[config.mk]
export PLATFORM = sky130hd
export DESIGN_NAME = i2c_bit_level_master_top_flat
export DESIGN_NICKNAME = d
export VERILOG_FILES = /design/src/sv/i2cm_pkg.sv /design/src/sv/i2cm_if.sv /design/src/sv/i2cm_core.sv /design/src/sv/i2c_bit_level_master_top.sv /design/src/flat_wrapper.sv
export SDC_FILE = /design/constraint.sdc
export NUM_CORES = 1
export LEC_CHECK = 0
export BUFFER_PORTS_ARGS = -buffer_cell sky130_fd_sc_hd__buf_2
export CAP_MARGIN = 20
export CORE_UTILIZATION = 49
export DETAILED_ROUTE_END_ITERATION = 10
export PLACE_DENSITY = 0.71
export SYNTH_ARGS = -nofsm -noshare
export SYNTH_HDL_FRONTEND = slang
export SYNTH_HIERARCHICAL = 1
export SYNTH_SLANG_ARGS = --single-unit
[constraint.sdc]
create_clock -name clk -period 3 [get_ports clk]
set_clock_uncertainty 0.05 [all_clocks]
set_input_delay 0.15 -clock clk [delete_from_list [all_inputs] [get_ports clk]]
set_output_delay 0.15 -clock clk [all_outputs]
set_load 0.03 [all_outputs]
[src/sv/i2cm_pkg.sv]
package i2cm_pkg;

  // Command kinds
  localparam logic [2:0] K_START = 3'd0;
  localparam logic [2:0] K_STOP  = 3'd1;
  localparam logic [2:0] K_WRITE = 3'd2;
  localparam logic [2:0] K_READ  = 3'd3;
  localparam logic [2:0] K_ADDR  = 3'd4;

  // Segment counts per command
  localparam logic [4:0] SEGS_START = 5'd4;
  localparam logic [4:0] SEGS_STOP  = 5'd3;
  localparam logic [4:0] SEGS_BYTE  = 5'd18;

  // First segment of the ack slot in a byte command
  localparam logic [4:0] SEG_ACK = 5'd16;

  localparam int unsigned TIMER_WIDTH_DEF = 16;
  localparam logic [15:0] HALF_PERIOD_RST = 16'd250;

  typedef struct packed {
    logic       cmd_valid;
    logic [2:0] kind;
    logic [7:0] tx_byte;
    logic       read_not_write;
    logic       send_ack;
    logic       sda_in;
  } i2cm_cmd_t;

  typedef struct packed {
    logic       scl_drive_low;
    logic       sda_drive_low;
    logic       busy_res;
    logic       done_res;
    logic [7:0] rx_byte;
    logic       ack_received;
  } i2cm_res_t;

  // Number of half-bit segments a command runs
  function automatic logic [4:0] seg_total(input logic [2:0] kind);
    logic [4:0] n;
    case (kind)
      K_START: n = SEGS_START;
      K_STOP:  n = SEGS_STOP;
      default: n = SEGS_BYTE;
    endcase
    return n;
  endfunction

endpackage

[src/sv/i2cm_if.sv]
interface i2cm_in_if;
  logic       valid;
  logic       ready;
  logic       cmd_valid;
  logic [2:0] kind;
  logic [7:0] tx_byte;
  logic       read_not_write;
  logic       send_ack;
  logic       sda_in;

  modport source (output valid, cmd_valid, kind, tx_byte, read_not_write, send_ack, sda_in,
                  input ready);
  modport sink (input valid, cmd_valid, kind, tx_byte, read_not_write, send_ack, sda_in,
                output ready);
endinterface

interface i2cm_out_if;
  logic       valid;
  logic       ready;
  logic       scl_drive_low;
  logic       sda_drive_low;
  logic       busy_res;
  logic       done_res;
  logic [7:0] rx_byte;
  logic       ack_received;

  modport source (output valid, scl_drive_low, sda_drive_low, busy_res, done_res, rx_byte,
                  ack_received, input ready);
  modport sink (input valid, scl_drive_low, sda_drive_low, busy_res, done_res, rx_byte,
                ack_received, output ready);
endinterface

interface i2cm_cfg_if;
  logic        valid;
  logic        ready;
  logic [15:0] data;

  modport source (output valid, data, input ready);
  modport sink (input valid, data, output ready);
endinterface

[src/sv/i2cm_core.sv]
module i2cm_core #(
  parameter int unsigned TIMER_WIDTH = i2cm_pkg::TIMER_WIDTH_DEF
) (
  input  logic                 clk,
  input  logic                 rst_n,
  input  logic                 step,
  input  i2cm_pkg::i2cm_cmd_t  cmd,
  input  logic [15:0]          half_period,
  output i2cm_pkg::i2cm_res_t  res
);

  logic [4:0]             phase_r, phase_nxt;
  logic [3:0]             bit_count_r, bit_count_nxt;
  logic [TIMER_WIDTH-1:0] timer_r, timer_nxt;
  logic [7:0]             shift_r, shift_nxt;
  logic [2:0]             kind_r, kind_nxt;
  logic                   ack_choice_r, ack_choice_nxt;
  logic                   scl_r, scl_nxt;
  logic                   sda_r, sda_nxt;
  logic                   ack_flag_r, ack_flag_nxt;
  logic [7:0]             rx_r, rx_nxt;
  logic                   done;
  logic [15:0]            half_m1;
  logic [TIMER_WIDTH-1:0] timer_load;
  logic [4:0]             seg;
  logic [7:0]             shift_init;
  logic [1:0]             drv;

  // Line drives at the start of segment s, as {scl, sda}
  function automatic logic [1:0] enter_seg(input logic [2:0] kind, input logic [4:0] s,
                                           input logic [3:0] bc, input logic [7:0] sh,
                                           input logic ackc, input logic scl,
                                           input logic sda);
    logic c;
    logic d;
    c = scl;
    d = sda;
    case (kind)
      i2cm_pkg::K_START: begin
        case (s)
          5'd0:    c = 1'b1;
          5'd1:    d = 1'b0;
          5'd2:    c = 1'b0;
          default: d = 1'b1;
        endcase
      end
      i2cm_pkg::K_STOP: begin
        case (s)
          5'd0: begin
            c = 1'b1;
            d = 1'b1;
          end
          5'd1:    c = 1'b0;
          default: d = 1'b0;
        endcase
      end
      i2cm_pkg::K_READ: begin
        if (s[0]) begin
          c = 1'b0;
        end else begin
          c = 1'b1;
          if (s == 5'd0) d = 1'b0;
          else if (s == i2cm_pkg::SEG_ACK) d = ackc;
        end
      end
      default: begin
        if (s[0]) begin
          c = 1'b0;
        end else begin
          c = 1'b1;
          if (s < i2cm_pkg::SEG_ACK) d = ~sh[3'(3'd7 - bc[2:0])];
          else d = 1'b0;
        end
      end
    endcase
    return {c, d};
  endfunction

  // Segment length minus one, zero period treated as one
  assign half_m1    = (half_period == 16'd0) ? 16'd0 : half_period - 16'd1;
  assign timer_load = TIMER_WIDTH'(half_m1);

  // Advance the sequencer by one tick
  always_comb begin
    phase_nxt      = phase_r;
    bit_count_nxt  = bit_count_r;
    timer_nxt      = timer_r;
    shift_nxt      = shift_r;
    kind_nxt       = kind_r;
    ack_choice_nxt = ack_choice_r;
    scl_nxt        = scl_r;
    sda_nxt        = sda_r;
    ack_flag_nxt   = ack_flag_r;
    rx_nxt         = rx_r;
    done           = 1'b0;
    seg            = phase_r - 5'd1;
    drv            = {scl_r, sda_r};
    if (cmd.kind == i2cm_pkg::K_ADDR) shift_init = {cmd.tx_byte[7:1], cmd.read_not_write};
    else if (cmd.kind == i2cm_pkg::K_READ) shift_init = 8'd0;
    else shift_init = cmd.tx_byte;

    if (step) begin
      if (phase_r == 5'd0) begin
        // Launch a new command from idle
        if (cmd.cmd_valid && cmd.kind <= i2cm_pkg::K_ADDR) begin
          kind_nxt       = cmd.kind;
          bit_count_nxt  = 4'd0;
          shift_nxt      = shift_init;
          ack_choice_nxt = cmd.send_ack;
          phase_nxt      = 5'd1;
          drv            = enter_seg(cmd.kind, 5'd0, 4'd0, shift_init, cmd.send_ack,
                                     scl_r, sda_r);
          scl_nxt        = drv[1];
          sda_nxt        = drv[0];
          timer_nxt      = timer_load;
        end
      end else if (timer_r != '0) begin
        timer_nxt = timer_r - TIMER_WIDTH'(1);
      end else begin
        // Close the current segment: sample SDA at the end of SCL high
        if ((kind_r == i2cm_pkg::K_READ || kind_r == i2cm_pkg::K_WRITE ||
             kind_r == i2cm_pkg::K_ADDR) && seg[0]) begin
          if (seg < i2cm_pkg::SEG_ACK) begin
            if (kind_r == i2cm_pkg::K_READ) shift_nxt = {shift_r[6:0], cmd.sda_in};
            bit_count_nxt = bit_count_r + 4'd1;
          end else if (kind_r != i2cm_pkg::K_READ) begin
            ack_flag_nxt = ~cmd.sda_in;
          end
        end
        if (phase_r >= i2cm_pkg::seg_total(kind_r)) begin
          phase_nxt = 5'd0;
          done      = 1'b1;
          if (kind_r == i2cm_pkg::K_READ) rx_nxt = shift_nxt;
        end else begin
          phase_nxt = phase_r + 5'd1;
          drv       = enter_seg(kind_r, phase_r, bit_count_nxt, shift_nxt, ack_choice_r,
                                scl_r, sda_r);
          scl_nxt   = drv[1];
          sda_nxt   = drv[0];
          timer_nxt = timer_load;
        end
      end
    end
  end

  always_ff @(posedge clk) begin
    if (!rst_n) begin
      phase_r      <= 5'd0;
      bit_count_r  <= 4'd0;
      timer_r      <= '0;
      shift_r      <= 8'd0;
      kind_r       <= 3'd0;
      ack_choice_r <= 1'b0;
      scl_r        <= 1'b0;
      sda_r        <= 1'b0;
      ack_flag_r   <= 1'b0;
      rx_r         <= 8'd0;
    end else begin
      phase_r      <= phase_nxt;
      bit_count_r  <= bit_count_nxt;
      timer_r      <= timer_nxt;
      shift_r      <= shift_nxt;
      kind_r       <= kind_nxt;
      ack_choice_r <= ack_choice_nxt;
      scl_r        <= scl_nxt;
      sda_r        <= sda_nxt;
      ack_flag_r   <= ack_flag_nxt;
      rx_r         <= rx_nxt;
    end
  end

  // Report the state after this tick
  always_comb begin
    res.scl_drive_low = scl_nxt;
    res.sda_drive_low = sda_nxt;
    res.busy_res      = (phase_nxt != 5'd0);
    res.done_res      = done;
    res.rx_byte       = rx_nxt;
    res.ack_received  = ack_flag_nxt;
  end

endmodule

[src/sv/i2c_bit_level_master_top.sv]
// I2C bit-level master sequencer.
// in_ch carries one timer tick per transfer: an optional command (start, stop,
// write byte, read byte, address byte) and the sampled SDA level. Each command
// runs as a list of half-bit segments of half_period_ticks ticks each.
// out_ch returns exactly one result per input tick: SCL/SDA pull-down drives,
// busy and done flags, the last read byte and the last slave acknowledge.
// cfg_ch writes half_period_ticks; write it only while no command runs and
// all results have been taken.
// The result of a tick appears in the cycle after its input transfer, held in
// the output register. One tick per cycle while out_ch does not stall; the
// sequencer state update is a single pass from the state registers to the
// output register. The input is accepted while the output register is empty
// or is being drained in the same cycle, so a stall on out_ch backs up to
// in_ch without losing or repeating a result.
// Reset (synchronous, active low): idle, both lines released, flags cleared,
// half period back to 250 ticks.
module i2c_bit_level_master_top #(
  parameter int unsigned TIMER_WIDTH = i2cm_pkg::TIMER_WIDTH_DEF
) (
  input logic        clk,
  input logic        rst_n,
  i2cm_in_if.sink    in_ch,
  i2cm_out_if.source out_ch,
  i2cm_cfg_if.sink   cfg_ch
);

  logic                 out_valid_r;
  i2cm_pkg::i2cm_res_t  out_res_r;
  i2cm_pkg::i2cm_res_t  core_res;
  i2cm_pkg::i2cm_cmd_t  cmd;
  logic [15:0]          half_r;
  logic                 in_xfer;

  // Configuration register, always ready
  assign cfg_ch.ready = 1'b1;

  always_ff @(posedge clk) begin
    if (!rst_n) begin
      half_r <= i2cm_pkg::HALF_PERIOD_RST;
    end else if (cfg_ch.valid) begin
      half_r <= cfg_ch.data;
    end
  end

  // Accept while the output slot is free or draining
  assign in_ch.ready = !out_valid_r || out_ch.ready;
  assign in_xfer     = in_ch.valid && in_ch.ready;

  always_comb begin
    cmd.cmd_valid      = in_ch.cmd_valid;
    cmd.kind           = in_ch.kind;
    cmd.tx_byte        = in_ch.tx_byte;
    cmd.read_not_write = in_ch.read_not_write;
    cmd.send_ack       = in_ch.send_ack;
    cmd.sda_in         = in_ch.sda_in;
  end

  i2cm_core #(
    .TIMER_WIDTH (TIMER_WIDTH)
  ) u_core (
    .clk         (clk),
    .rst_n       (rst_n),
    .step        (in_xfer),
    .cmd         (cmd),
    .half_period (half_r),
    .res         (core_res)
  );

  // Output register: load on input transfer, drop once taken
  always_ff @(posedge clk) begin
    if (!rst_n) begin
      out_valid_r <= 1'b0;
    end else if (in_xfer) begin
      out_valid_r <= 1'b1;
    end else if (out_ch.ready) begin
      out_valid_r <= 1'b0;
    end
  end

  always_ff @(posedge clk) begin
    if (in_xfer) out_res_r <= core_res;
  end

  assign out_ch.valid         = out_valid_r;
  assign out_ch.scl_drive_low = out_res_r.scl_drive_low;
  assign out_ch.sda_drive_low = out_res_r.sda_drive_low;
  assign out_ch.busy_res      = out_res_r.busy_res;
  assign out_ch.done_res      = out_res_r.done_res;
  assign out_ch.rx_byte       = out_res_r.rx_byte;
  assign out_ch.ack_received  = out_res_r.ack_received;

endmodule

[src/flat_wrapper.sv]
// flat-port wrapper written by rule: the top's interface ports become plain ports
module i2c_bit_level_master_top_flat 
#(
  parameter int unsigned TIMER_WIDTH = i2cm_pkg::TIMER_WIDTH_DEF
)
  (clk, rst_n, in_ch_valid, in_ch_cmd_valid, in_ch_kind, in_ch_tx_byte, in_ch_read_not_write, in_ch_send_ack, in_ch_sda_in, in_ch_ready, out_ch_valid, out_ch_scl_drive_low, out_ch_sda_drive_low, out_ch_busy_res, out_ch_done_res, out_ch_rx_byte, out_ch_ack_received, out_ch_ready, cfg_ch_valid, cfg_ch_data, cfg_ch_ready);
  i2cm_in_if in_ch_i ();
  i2cm_out_if out_ch_i ();
  i2cm_cfg_if cfg_ch_i ();
  input logic clk;
  input logic rst_n;
  input wire logic [$bits(in_ch_i.valid)-1:0] in_ch_valid;
  input wire logic [$bits(in_ch_i.cmd_valid)-1:0] in_ch_cmd_valid;
  input wire logic [$bits(in_ch_i.kind)-1:0] in_ch_kind;
  input wire logic [$bits(in_ch_i.tx_byte)-1:0] in_ch_tx_byte;
  input wire logic [$bits(in_ch_i.read_not_write)-1:0] in_ch_read_not_write;
  input wire logic [$bits(in_ch_i.send_ack)-1:0] in_ch_send_ack;
  input wire logic [$bits(in_ch_i.sda_in)-1:0] in_ch_sda_in;
  output wire logic [$bits(in_ch_i.ready)-1:0] in_ch_ready;
  output wire logic [$bits(out_ch_i.valid)-1:0] out_ch_valid;
  output wire logic [$bits(out_ch_i.scl_drive_low)-1:0] out_ch_scl_drive_low;
  output wire logic [$bits(out_ch_i.sda_drive_low)-1:0] out_ch_sda_drive_low;
  output wire logic [$bits(out_ch_i.busy_res)-1:0] out_ch_busy_res;
  output wire logic [$bits(out_ch_i.done_res)-1:0] out_ch_done_res;
  output wire logic [$bits(out_ch_i.rx_byte)-1:0] out_ch_rx_byte;
  output wire logic [$bits(out_ch_i.ack_received)-1:0] out_ch_ack_received;
  input wire logic [$bits(out_ch_i.ready)-1:0] out_ch_ready;
  input wire logic [$bits(cfg_ch_i.valid)-1:0] cfg_ch_valid;
  input wire logic [$bits(cfg_ch_i.data)-1:0] cfg_ch_data;
  output wire logic [$bits(cfg_ch_i.ready)-1:0] cfg_ch_ready;
  assign in_ch_i.valid = in_ch_valid;
  assign in_ch_i.cmd_valid = in_ch_cmd_valid;
  assign in_ch_i.kind = in_ch_kind;
  assign in_ch_i.tx_byte = in_ch_tx_byte;
  assign in_ch_i.read_not_write = in_ch_read_not_write;
  assign in_ch_i.send_ack = in_ch_send_ack;
  assign in_ch_i.sda_in = in_ch_sda_in;
  assign in_ch_ready = in_ch_i.ready;
  assign out_ch_valid = out_ch_i.valid;
  assign out_ch_scl_drive_low = out_ch_i.scl_drive_low;
  assign out_ch_sda_drive_low = out_ch_i.sda_drive_low;
  assign out_ch_busy_res = out_ch_i.busy_res;
  assign out_ch_done_res = out_ch_i.done_res;
  assign out_ch_rx_byte = out_ch_i.rx_byte;
  assign out_ch_ack_received = out_ch_i.ack_received;
  assign out_ch_i.ready = out_ch_ready;
  assign cfg_ch_i.valid = cfg_ch_valid;
  assign cfg_ch_i.data = cfg_ch_data;
  assign cfg_ch_ready = cfg_ch_i.ready;
  i2c_bit_level_master_top #(.TIMER_WIDTH(TIMER_WIDTH)) u_core (.clk(clk), .rst_n(rst_n), .in_ch(in_ch_i), .out_ch(out_ch_i), .cfg_ch(cfg_ch_i));
endmodule
==> tab_implementation.tex, run 1 <==
\begin{tabular}{lr}
\hline
Metric & Value \\
\hline
\multicolumn{2}{l}{\textbf{STA}} \\
Slack of the critical path & 0.234 ns \\
Worst slew margin relative to its limit & 36.7\% \\
Setup repair after global routing missed its margin & no \\
Final hold slack & 0.0148 ns \\
Total negative slack for setup checks & 0 ns \\
Time the final worst path needs with I/O delays and setup & 2.77 ns \\
Upper clock frequency limit & 0.362 GHz \\
Hold violation total from the final report & 0 \\
Number of setup violations in the final report & 0 \\
Period utilization & 92.2\% \\
Actual slew at the worst max-slew pin & 0.944 ns \\
Final Slew Violations & 0 \\
\multicolumn{2}{l}{\textbf{Synthesis}} \\
Library cell with the largest summed area after synthesis & sky130\_fd\_sc\_hd\_\_dfxtp\_1 \\
Synthesized net count & 595 \\
Number of enable-type register cells in the synthesized netlist & 13 \\
Summed instance area of the synthesized netlist & 4620 µm² \\
Share of flip-flops with an asynchronous set or reset & 0\% \\
Register bit count reported by yosys & 77 \\
Fraction of the yosys area taken by sequential cells & 36.2\% \\
Area share of the leading cell type in the synthesized netlist & 27.7\% \\
Top FF cell, synth & sky130\_fd\_sc\_hd\_\_dfxtp\_1 \\
Warnings from Yosys & 6 \\
Synthesized area per cell & 8.43 µm² \\
Number of cells produced by synthesis & 548 \\
Top cells by area in the synthesized netlist & sky130\_fd\_sc\_hd\_\_dfxtp\_1 28\%, sky130\_fd\_sc\_hd\_\_edfxtp\_1 8.4\%, sky130\_fd\_sc\_hd\_\_mux2i\_1 5.4\% \\
Count of distinct cell types in the synthesized netlist & 72 \\
\multicolumn{2}{l}{\textbf{Setup path}} \\
Critical Path Source Type & flip-flop \\
Arrival time at the worst endpoint & 3.02 ns \\
Max Fanout on Critical Path & 11 \\
Type of destination of the critical path & flip-flop \\
Critical Path RT & 3.25 ns \\
Worst Path Class, Setup & flip-flop to flip-flop \\
\multicolumn{2}{l}{\textbf{Floorplan}} \\
Area of the die & 9820 µm² \\
Number of top-level pins & 52 \\
Starting density of the core & 50.3\% \\
Die Height & 99.1 µm \\
Placement Rows & 35 \\
Placeable Area & 9200 µm² \\
Overall die width & 99.1 µm \\
\multicolumn{2}{l}{\textbf{Placement}} \\
DP Cell Count & 696 \\
Placer's final routability congestion estimate & 0.897 \\
Final HPWL DP & 8.00 mm \\
Setup slack at placement & 0.267 ns \\
IO Port Bufs & 50 \\
\multicolumn{2}{l}{\textbf{Drt}} \\
DR vias/cell & 5.80 \\
Remaining antenna violation count after routing & 0 \\
Overall routed net length & 11.5 mm \\
Number of violations reported at the end of detailed-routing iteration 0 & 234 \\
Wire length per cell after detailed routing & 15.8 µm \\
Post-route DRC violation count & 2 \\
Total number of vias & 4233 \\
DR pass1 iterations & 7 \\
\multicolumn{2}{l}{\textbf{Clock network}} \\
Cts hold-fix bufs & 17 \\
Count of buffers added by post-CTS timing repair for setup & 0 \\
Number of buffers added by the clock tree synthesis step & 9 \\
Number of buffers between clock root and the deepest sink & 2 \\
TritonCTS Sinks & 77 \\
Clock tree from TritonCTS & built \\
Total of cells resized after clock tree synthesis & 0 \\
Clock latency at the later pin of the worst-skew pair & 0.37 ns \\
Post-CTS clock slew at the launch and capture registers of the worst setup and hold paths & 0.09 ns \\
CTS root buffer & sky130\_fd\_sc\_hd\_\_clkbuf\_8 \\
H-tree depth & 3 \\
\multicolumn{2}{l}{\textbf{Power and ir drop}} \\
Share of total power in the clock network & 30.1\% \\
Net switching component of the power & 795 µW \\
Internal power & 1640 µW \\
Standby leakage power & 0.00207 µW \\
Portion of total power attributed to combinational logic & 22.1\% \\
Sequential fraction of design power & 47.8\% \\
Sw Ratio & 32.7\% \\
IR Drop Worst-Case VDD & 283 µV \\
Power per Cell Area & 458 nW/µm² \\
\multicolumn{2}{l}{\textbf{Global routing}} \\
Total gr overflow & 0 \\
Number of antenna violations at the first check in global routing & 0 \\
Largest net degree at the start of global routing & 34 \\
Vias in the first global route & 3869 \\
Wire length of the first global-routing pass & 18.5 mm \\
GRT Util Overall & 23.8\% \\
\multicolumn{2}{l}{\textbf{Layout}} \\
Utilization of the core after routing & 57.8\% \\
Fill cell count & 840 \\
Final antenna diode count & 0 \\
Number of standard cells in the layout, taps in and fillers out & 730 \\
Fraction of final layout cells with drive strength greater than 1 & 17.1\% \\
Total Nets Final & 661 \\
Post-synthesis to final-layout area growth & 14.9\% \\
\multicolumn{2}{l}{\textbf{Run}} \\
Number of maximum-capacitance constraint violations & 0 \\
\multicolumn{2}{l}{\textbf{Status}} \\
Result of the run & finished, violations left \\
Failing checks & DRC \\
\multicolumn{2}{l}{\textbf{Min path}} \\
Type of the worst min-delay path & input port to flip-flop \\
\hline
\end{tabular}
==> routing by layer <==
layer	vias to the layer above	track usage [%]	routed length, µm
li1	2128	-	-
met1	1993	29.6	5200
met2	94	41.0	5740
met3	18	4.15	385
met4	0	9.39	212
met5	-	0	0
==> power groups by stage <==
stage | Clock, µW | Sequential [µW] | Combinational [µW]
2_1_floorplan | 0 | 1190 | 359
3_3_place_gp | 0 | 1180 | 501
3_5_place_dp | 0 | 1180 | 512
4_1_cts | 748 | 1160 | 530
5_1_grt | 793 | 1170 | 589
6_report | 732 | 1160 | 537
==> Yosys cell counts, drive strengths merged (7+ instances only) <==
cell type	count
ha	11
nor3	16
nand3	13
inv	17
nor2b	14
clkbuf	12
nand2	48
or3	7
a21oi	37
dfxtp	64
and2	13
nor2	61
o21ai	44
xor2	9
xnor2	9
nor4	11
buf	19
mux2i	25
edfxtp	13
==> registers in the layout (all words and copies together) (netlist names), 3 cells and up <==
name	flops
u_core/half_r	16
u_core/out_ch.rx_byte	8
u_core/u_core/bit_count_r	3
u_core/u_core/kind_r	3
u_core/u_core/phase_r	5
u_core/u_core/rx_r	8
u_core/u_core/shift_r	8
u_core/u_core/timer_r	16
==> final timing paths <==
path                                                 start                    endpoint  cells after the start  slack (ns)
worst min-delay path                       cfg_ch_data[14]           u_core/half_r[14]                      3        0.01
worst min register to register  u_core/u_core/ack_choice_r  u_core/u_core/ack_choice_r                      2        0.42
worst max-delay path              u_core/u_core/timer_r[0]   u_core/u_core/timer_r[11]                     10        0.23
worst max register to register    u_core/u_core/timer_r[0]   u_core/u_core/timer_r[11]                     10        0.23
==> placed cells by master (no fill, tap or decap), types with 14 or more instances in the layout <==
cell / n
sky130_fd_sc_hd__dfxtp_1: 64
sky130_fd_sc_hd__nor2_1: 61
sky130_fd_sc_hd__buf_2: 50
sky130_fd_sc_hd__nand2_1: 48
sky130_fd_sc_hd__a21oi_1: 37
sky130_fd_sc_hd__o21ai_0: 30
sky130_fd_sc_hd__mux2i_1: 25
sky130_fd_sc_hd__buf_4: 18
sky130_fd_sc_hd__dlygate4sd3_1: 17
sky130_fd_sc_hd__inv_1: 17
sky130_fd_sc_hd__nor3_1: 15
sky130_fd_sc_hd__nor2b_1: 14
==> metrics by stage <==
step           instance area [µm²]  total power [µW]
2_1_floorplan                 4620              1550
3_3_place_gp                  4950              1680
3_5_place_dp                  4950              1700
4_1_cts                       5300              2440
5_1_grt                       5310              2550
6_report                      5310              2430
==> area by class of cell <==
type / instances / area, µm² / area share [%]
Inverter: 17 / 63.8 / 1.20
Timing Repair Buffer: 86 / 571 / 10.7
Tap cell: 111 / 139 / 2.61
Sequential cell: 77 / 1670 / 31.5
Clock buffer: 9 / 124 / 2.33
Multi-Input combinational cell: 423 / 2690 / 50.6
Clock inverter: 7 / 55.1 / 1.04
==> critical path, cell delays in order, from the launching register on <==
cell                      delay (ns)
sky130_fd_sc_hd__dfxtp_1        0.40
sky130_fd_sc_hd__inv_1          0.06
sky130_fd_sc_hd__ha_1           0.21
sky130_fd_sc_hd__or3b_4         0.27
sky130_fd_sc_hd__nor4_4         0.06
sky130_fd_sc_hd__buf_4          0.18
sky130_fd_sc_hd__a31oi_1        0.77
sky130_fd_sc_hd__nand2_1        0.20
sky130_fd_sc_hd__o32ai_1        0.28
sky130_fd_sc_hd__nand2_1        0.08
sky130_fd_sc_hd__a21oi_1        0.13
==> kinds of logic after synthesis <==
kind of cell	count (synthesis)	share of synthesized area, %
DFF	77	36.2
and+or+nand+nor	213	24.1
other	1	0.0811
buffers and inverters	48	5.68
xor gates and xnor gates	18	3.41
adders and majority gates	11	2.98
AOI/OAI and AO/OA	153	21.7
muxes	27	5.90
(Power assumes the default switching activity.)
==> run 2: changes to the inputs <==
PLACE_DENSITY = not set   (was 0.71)
PLACE_DENSITY_LB_ADDON = 0.15   (was not set)
==> tab_implementation.tex, run 2 (synthesis results as in run 1) <==
\begin{tabular}{lr}
\hline
Metric & Value \\
\hline
\multicolumn{2}{l}{\textbf{Status}} \\
Result of the run & complete, no violations \\
\multicolumn{2}{l}{\textbf{STA}} \\
Time the final worst path needs with I/O delays and setup & 2.75 ns \\
Hold violation total from the final report & 0 \\
Number of setup violations in the final report & 0 \\
Worst slew margin relative to its limit & 33.7\% \\
Final Slew Violations & 0 \\
Upper clock frequency limit & 0.364 GHz \\
Period utilization & 91.6\% \\
Slack of the critical path & 0.253 ns \\
Setup repair after global routing missed its margin & no \\
Actual slew at the worst max-slew pin & 0.989 ns \\
Total negative slack for setup checks & 0 ns \\
\multicolumn{2}{l}{\textbf{Layout}} \\
Utilization of the core after routing & 57.7\% \\
Number of standard cells in the layout, taps in and fillers out & 726 \\
Fill cell count & 850 \\
Most frequent cells in the layout & 64 x sky130\_fd\_sc\_hd\_\_dfxtp\_1, 61 x sky130\_fd\_sc\_hd\_\_nor2\_1, 50 x sky130\_fd\_sc\_hd\_\_buf\_2 \\
Post-route standard cell area excluding fillers & 5310 µm² \\
Fraction of final layout cells with drive strength greater than 1 & 17.4\% \\
Final antenna diode count & 0 \\
Top Registers & u\_core/half\_r: 16 flops, u\_core/u\_core/timer\_r: 16 flops \\
Total Nets Final & 657 \\
Most common cell after layout, fill and taps aside & sky130\_fd\_sc\_hd\_\_dfxtp\_1 \\
Post-synthesis to final-layout area growth & 14.9\% \\
\multicolumn{2}{l}{\textbf{Floorplan}} \\
Overall die width & 99.1 µm \\
Number of top-level pins & 52 \\
Placeable Area & 9200 µm² \\
Placement Rows & 35 \\
Area of the die & 9820 µm² \\
Die Height & 99.1 µm \\
Starting density of the core & 50.3\% \\
\multicolumn{2}{l}{\textbf{Setup path}} \\
Worst Path Class, Setup & flip-flop to flip-flop \\
Arrival time at the worst endpoint & 2.80 ns \\
Type of destination of the critical path & flip-flop \\
Longest individual stage delay on the worst path & 0.53 ns \\
Crit-path cells & inv\_1 -> ha\_1 -> nor3b\_2 -> xor2\_1 -> or4\_1 -> and2\_1 -> o311ai\_1 -> o21ai\_1 \\
Critical Path RT & 3.05 ns \\
Critical Path Source Type & flip-flop \\
Cell with the largest stage delay on the worst path & sky130\_fd\_sc\_hd\_\_or4\_1 \\
Max Fanout on Critical Path & 6 \\
\multicolumn{2}{l}{\textbf{Power and ir drop}} \\
Sequential fraction of design power & 45.5\% \\
Standby leakage power & 0.00208 µW \\
Net switching component of the power & 832 µW \\
Power per Cell Area & 481 nW/µm² \\
Portion of total power attributed to combinational logic & 20.6\% \\
IR Drop Worst-Case VDD & 275 µV \\
Sw Ratio & 32.6\% \\
Internal power & 1720 µW \\
Share of total power in the clock network & 33.8\% \\
\multicolumn{2}{l}{\textbf{Clock network}} \\
Post-CTS clock slew at the launch and capture registers of the worst setup and hold paths & 0.10 ns \\
Count of buffers added by post-CTS timing repair for setup & 0 \\
H-tree depth & 3 \\
CTS root buffer & sky130\_fd\_sc\_hd\_\_clkbuf\_8 \\
Number of buffers between clock root and the deepest sink & 2 \\
Number of buffers added by the clock tree synthesis step & 9 \\
Clock latency at the later pin of the worst-skew pair & 0.36 ns \\
TritonCTS Sinks & 77 \\
Clock tree from TritonCTS & built \\
\multicolumn{2}{l}{\textbf{Drt}} \\
Total number of vias & 4200 \\
Post-route DRC violation count & 0 \\
DR pass1 iterations & 4 \\
Wire length per cell after detailed routing & 16.3 µm \\
DR vias/cell & 5.79 \\
Remaining antenna violation count after routing & 0 \\
Overall routed net length & 11.9 mm \\
Number of violations reported at the end of detailed-routing iteration 0 & 248 \\
\multicolumn{2}{l}{\textbf{Min path}} \\
Type of the worst min-delay path & input port to flip-flop \\
\multicolumn{2}{l}{\textbf{Placement}} \\
IO Port Bufs & 50 \\
Setup slack at placement & 0.294 ns \\
DP Cell Count & 696 \\
Placer's final routability congestion estimate & 0.870 \\
Total placed instance area & 4950 µm² \\
Final HPWL DP & 8.40 mm \\
\multicolumn{2}{l}{\textbf{Global routing}} \\
Wire length of the first global-routing pass & 19.7 mm \\
Largest net degree at the start of global routing & 34 \\
Number of antenna violations at the first check in global routing & 0 \\
Vias in the first global route & 4132 \\
Total gr overflow & 0 \\
GRT Util Overall & 25.3\% \\
\multicolumn{2}{l}{\textbf{Run}} \\
Number of maximum-capacitance constraint violations & 0 \\
\hline
\end{tabular}
==> run 2: final timing paths <==
path                                   start                           to  slack, ns  cells past startpoint
setup / recovery    u_core/u_core/phase_r[1]  u_core/out_ch.sda_drive_low       0.25                      8
hold / removal               cfg_ch_data[14]            u_core/half_r[14]       0.01                      3
setup reg to reg    u_core/u_core/phase_r[1]  u_core/out_ch.sda_drive_low       0.25                      8
hold reg to reg   u_core/u_core/ack_choice_r   u_core/u_core/ack_choice_r       0.43                      2
==> run 2: metrics by stage <==
| stage | total power, µW | hold WS (ns) |
|---|---|---|
| 2_1_floorplan | 1550 | 0.222 |
| 3_3_place_gp | 1680 | 0.317 |
| 3_5_place_dp | 1690 | 0.328 |
| 4_1_cts | 2570 | 0.000419 |
| 5_1_grt | 2680 | 0.0148 |
| 6_report | 2560 | 0.0114 |
==> run 2: repair_timing <==
item                                    4_1_cts  5_1_grt
hold buffers                                 13        0
resized for setup                             0        1
endpoints found under the setup margin        0        1
endpoints found under the hold margin        13        0
==> run 2: area by class of cell <==
type	count	area [µm²]	area share, %
Timing Repair Buffer	82	531	9.99
Sequential cell	77	1670	31.5
Multi-Input combinational cell	423	2700	50.8
Inverter	17	63.8	1.20
Tap cell	111	139	2.62
Clock inverter	7	86.3	1.63
Clock buffer	9	124	2.33
==> run 2: critical path, delay by kind of cell, from the launching register on <==
family,cells,cell delay (ns)
flip-flops,1,0.38
XOR/XNOR,1,0.25
AO/OA/AOI/OAI,2,0.43
buffers and inverters,1,0.11
adder cells (fa/ha/maj),1,0.18
AND/OR/NAND/NOR,3,1.11
==> run 2: per-layer routing <==
metal / vias up / track usage (%) / routed length [µm]
met5: - / 0 / 0
met4: 0 / 7.58 / 144
met3: 13 / 3.37 / 485
met2: 99 / 45.4 / 5950
met1: 1969 / 31.7 / 5280
li1: 2119 / - / -
==> run 2: power groups by stage <==
stage               Clock, µW  Combinational (µW)  Sequential (µW)
floorplan                   0                 359             1190
global placement            0                 499             1180
detailed placement          0                 506             1190
CTS                       881                 521             1160
global route              925                 584             1170
finish                    865                 527             1160
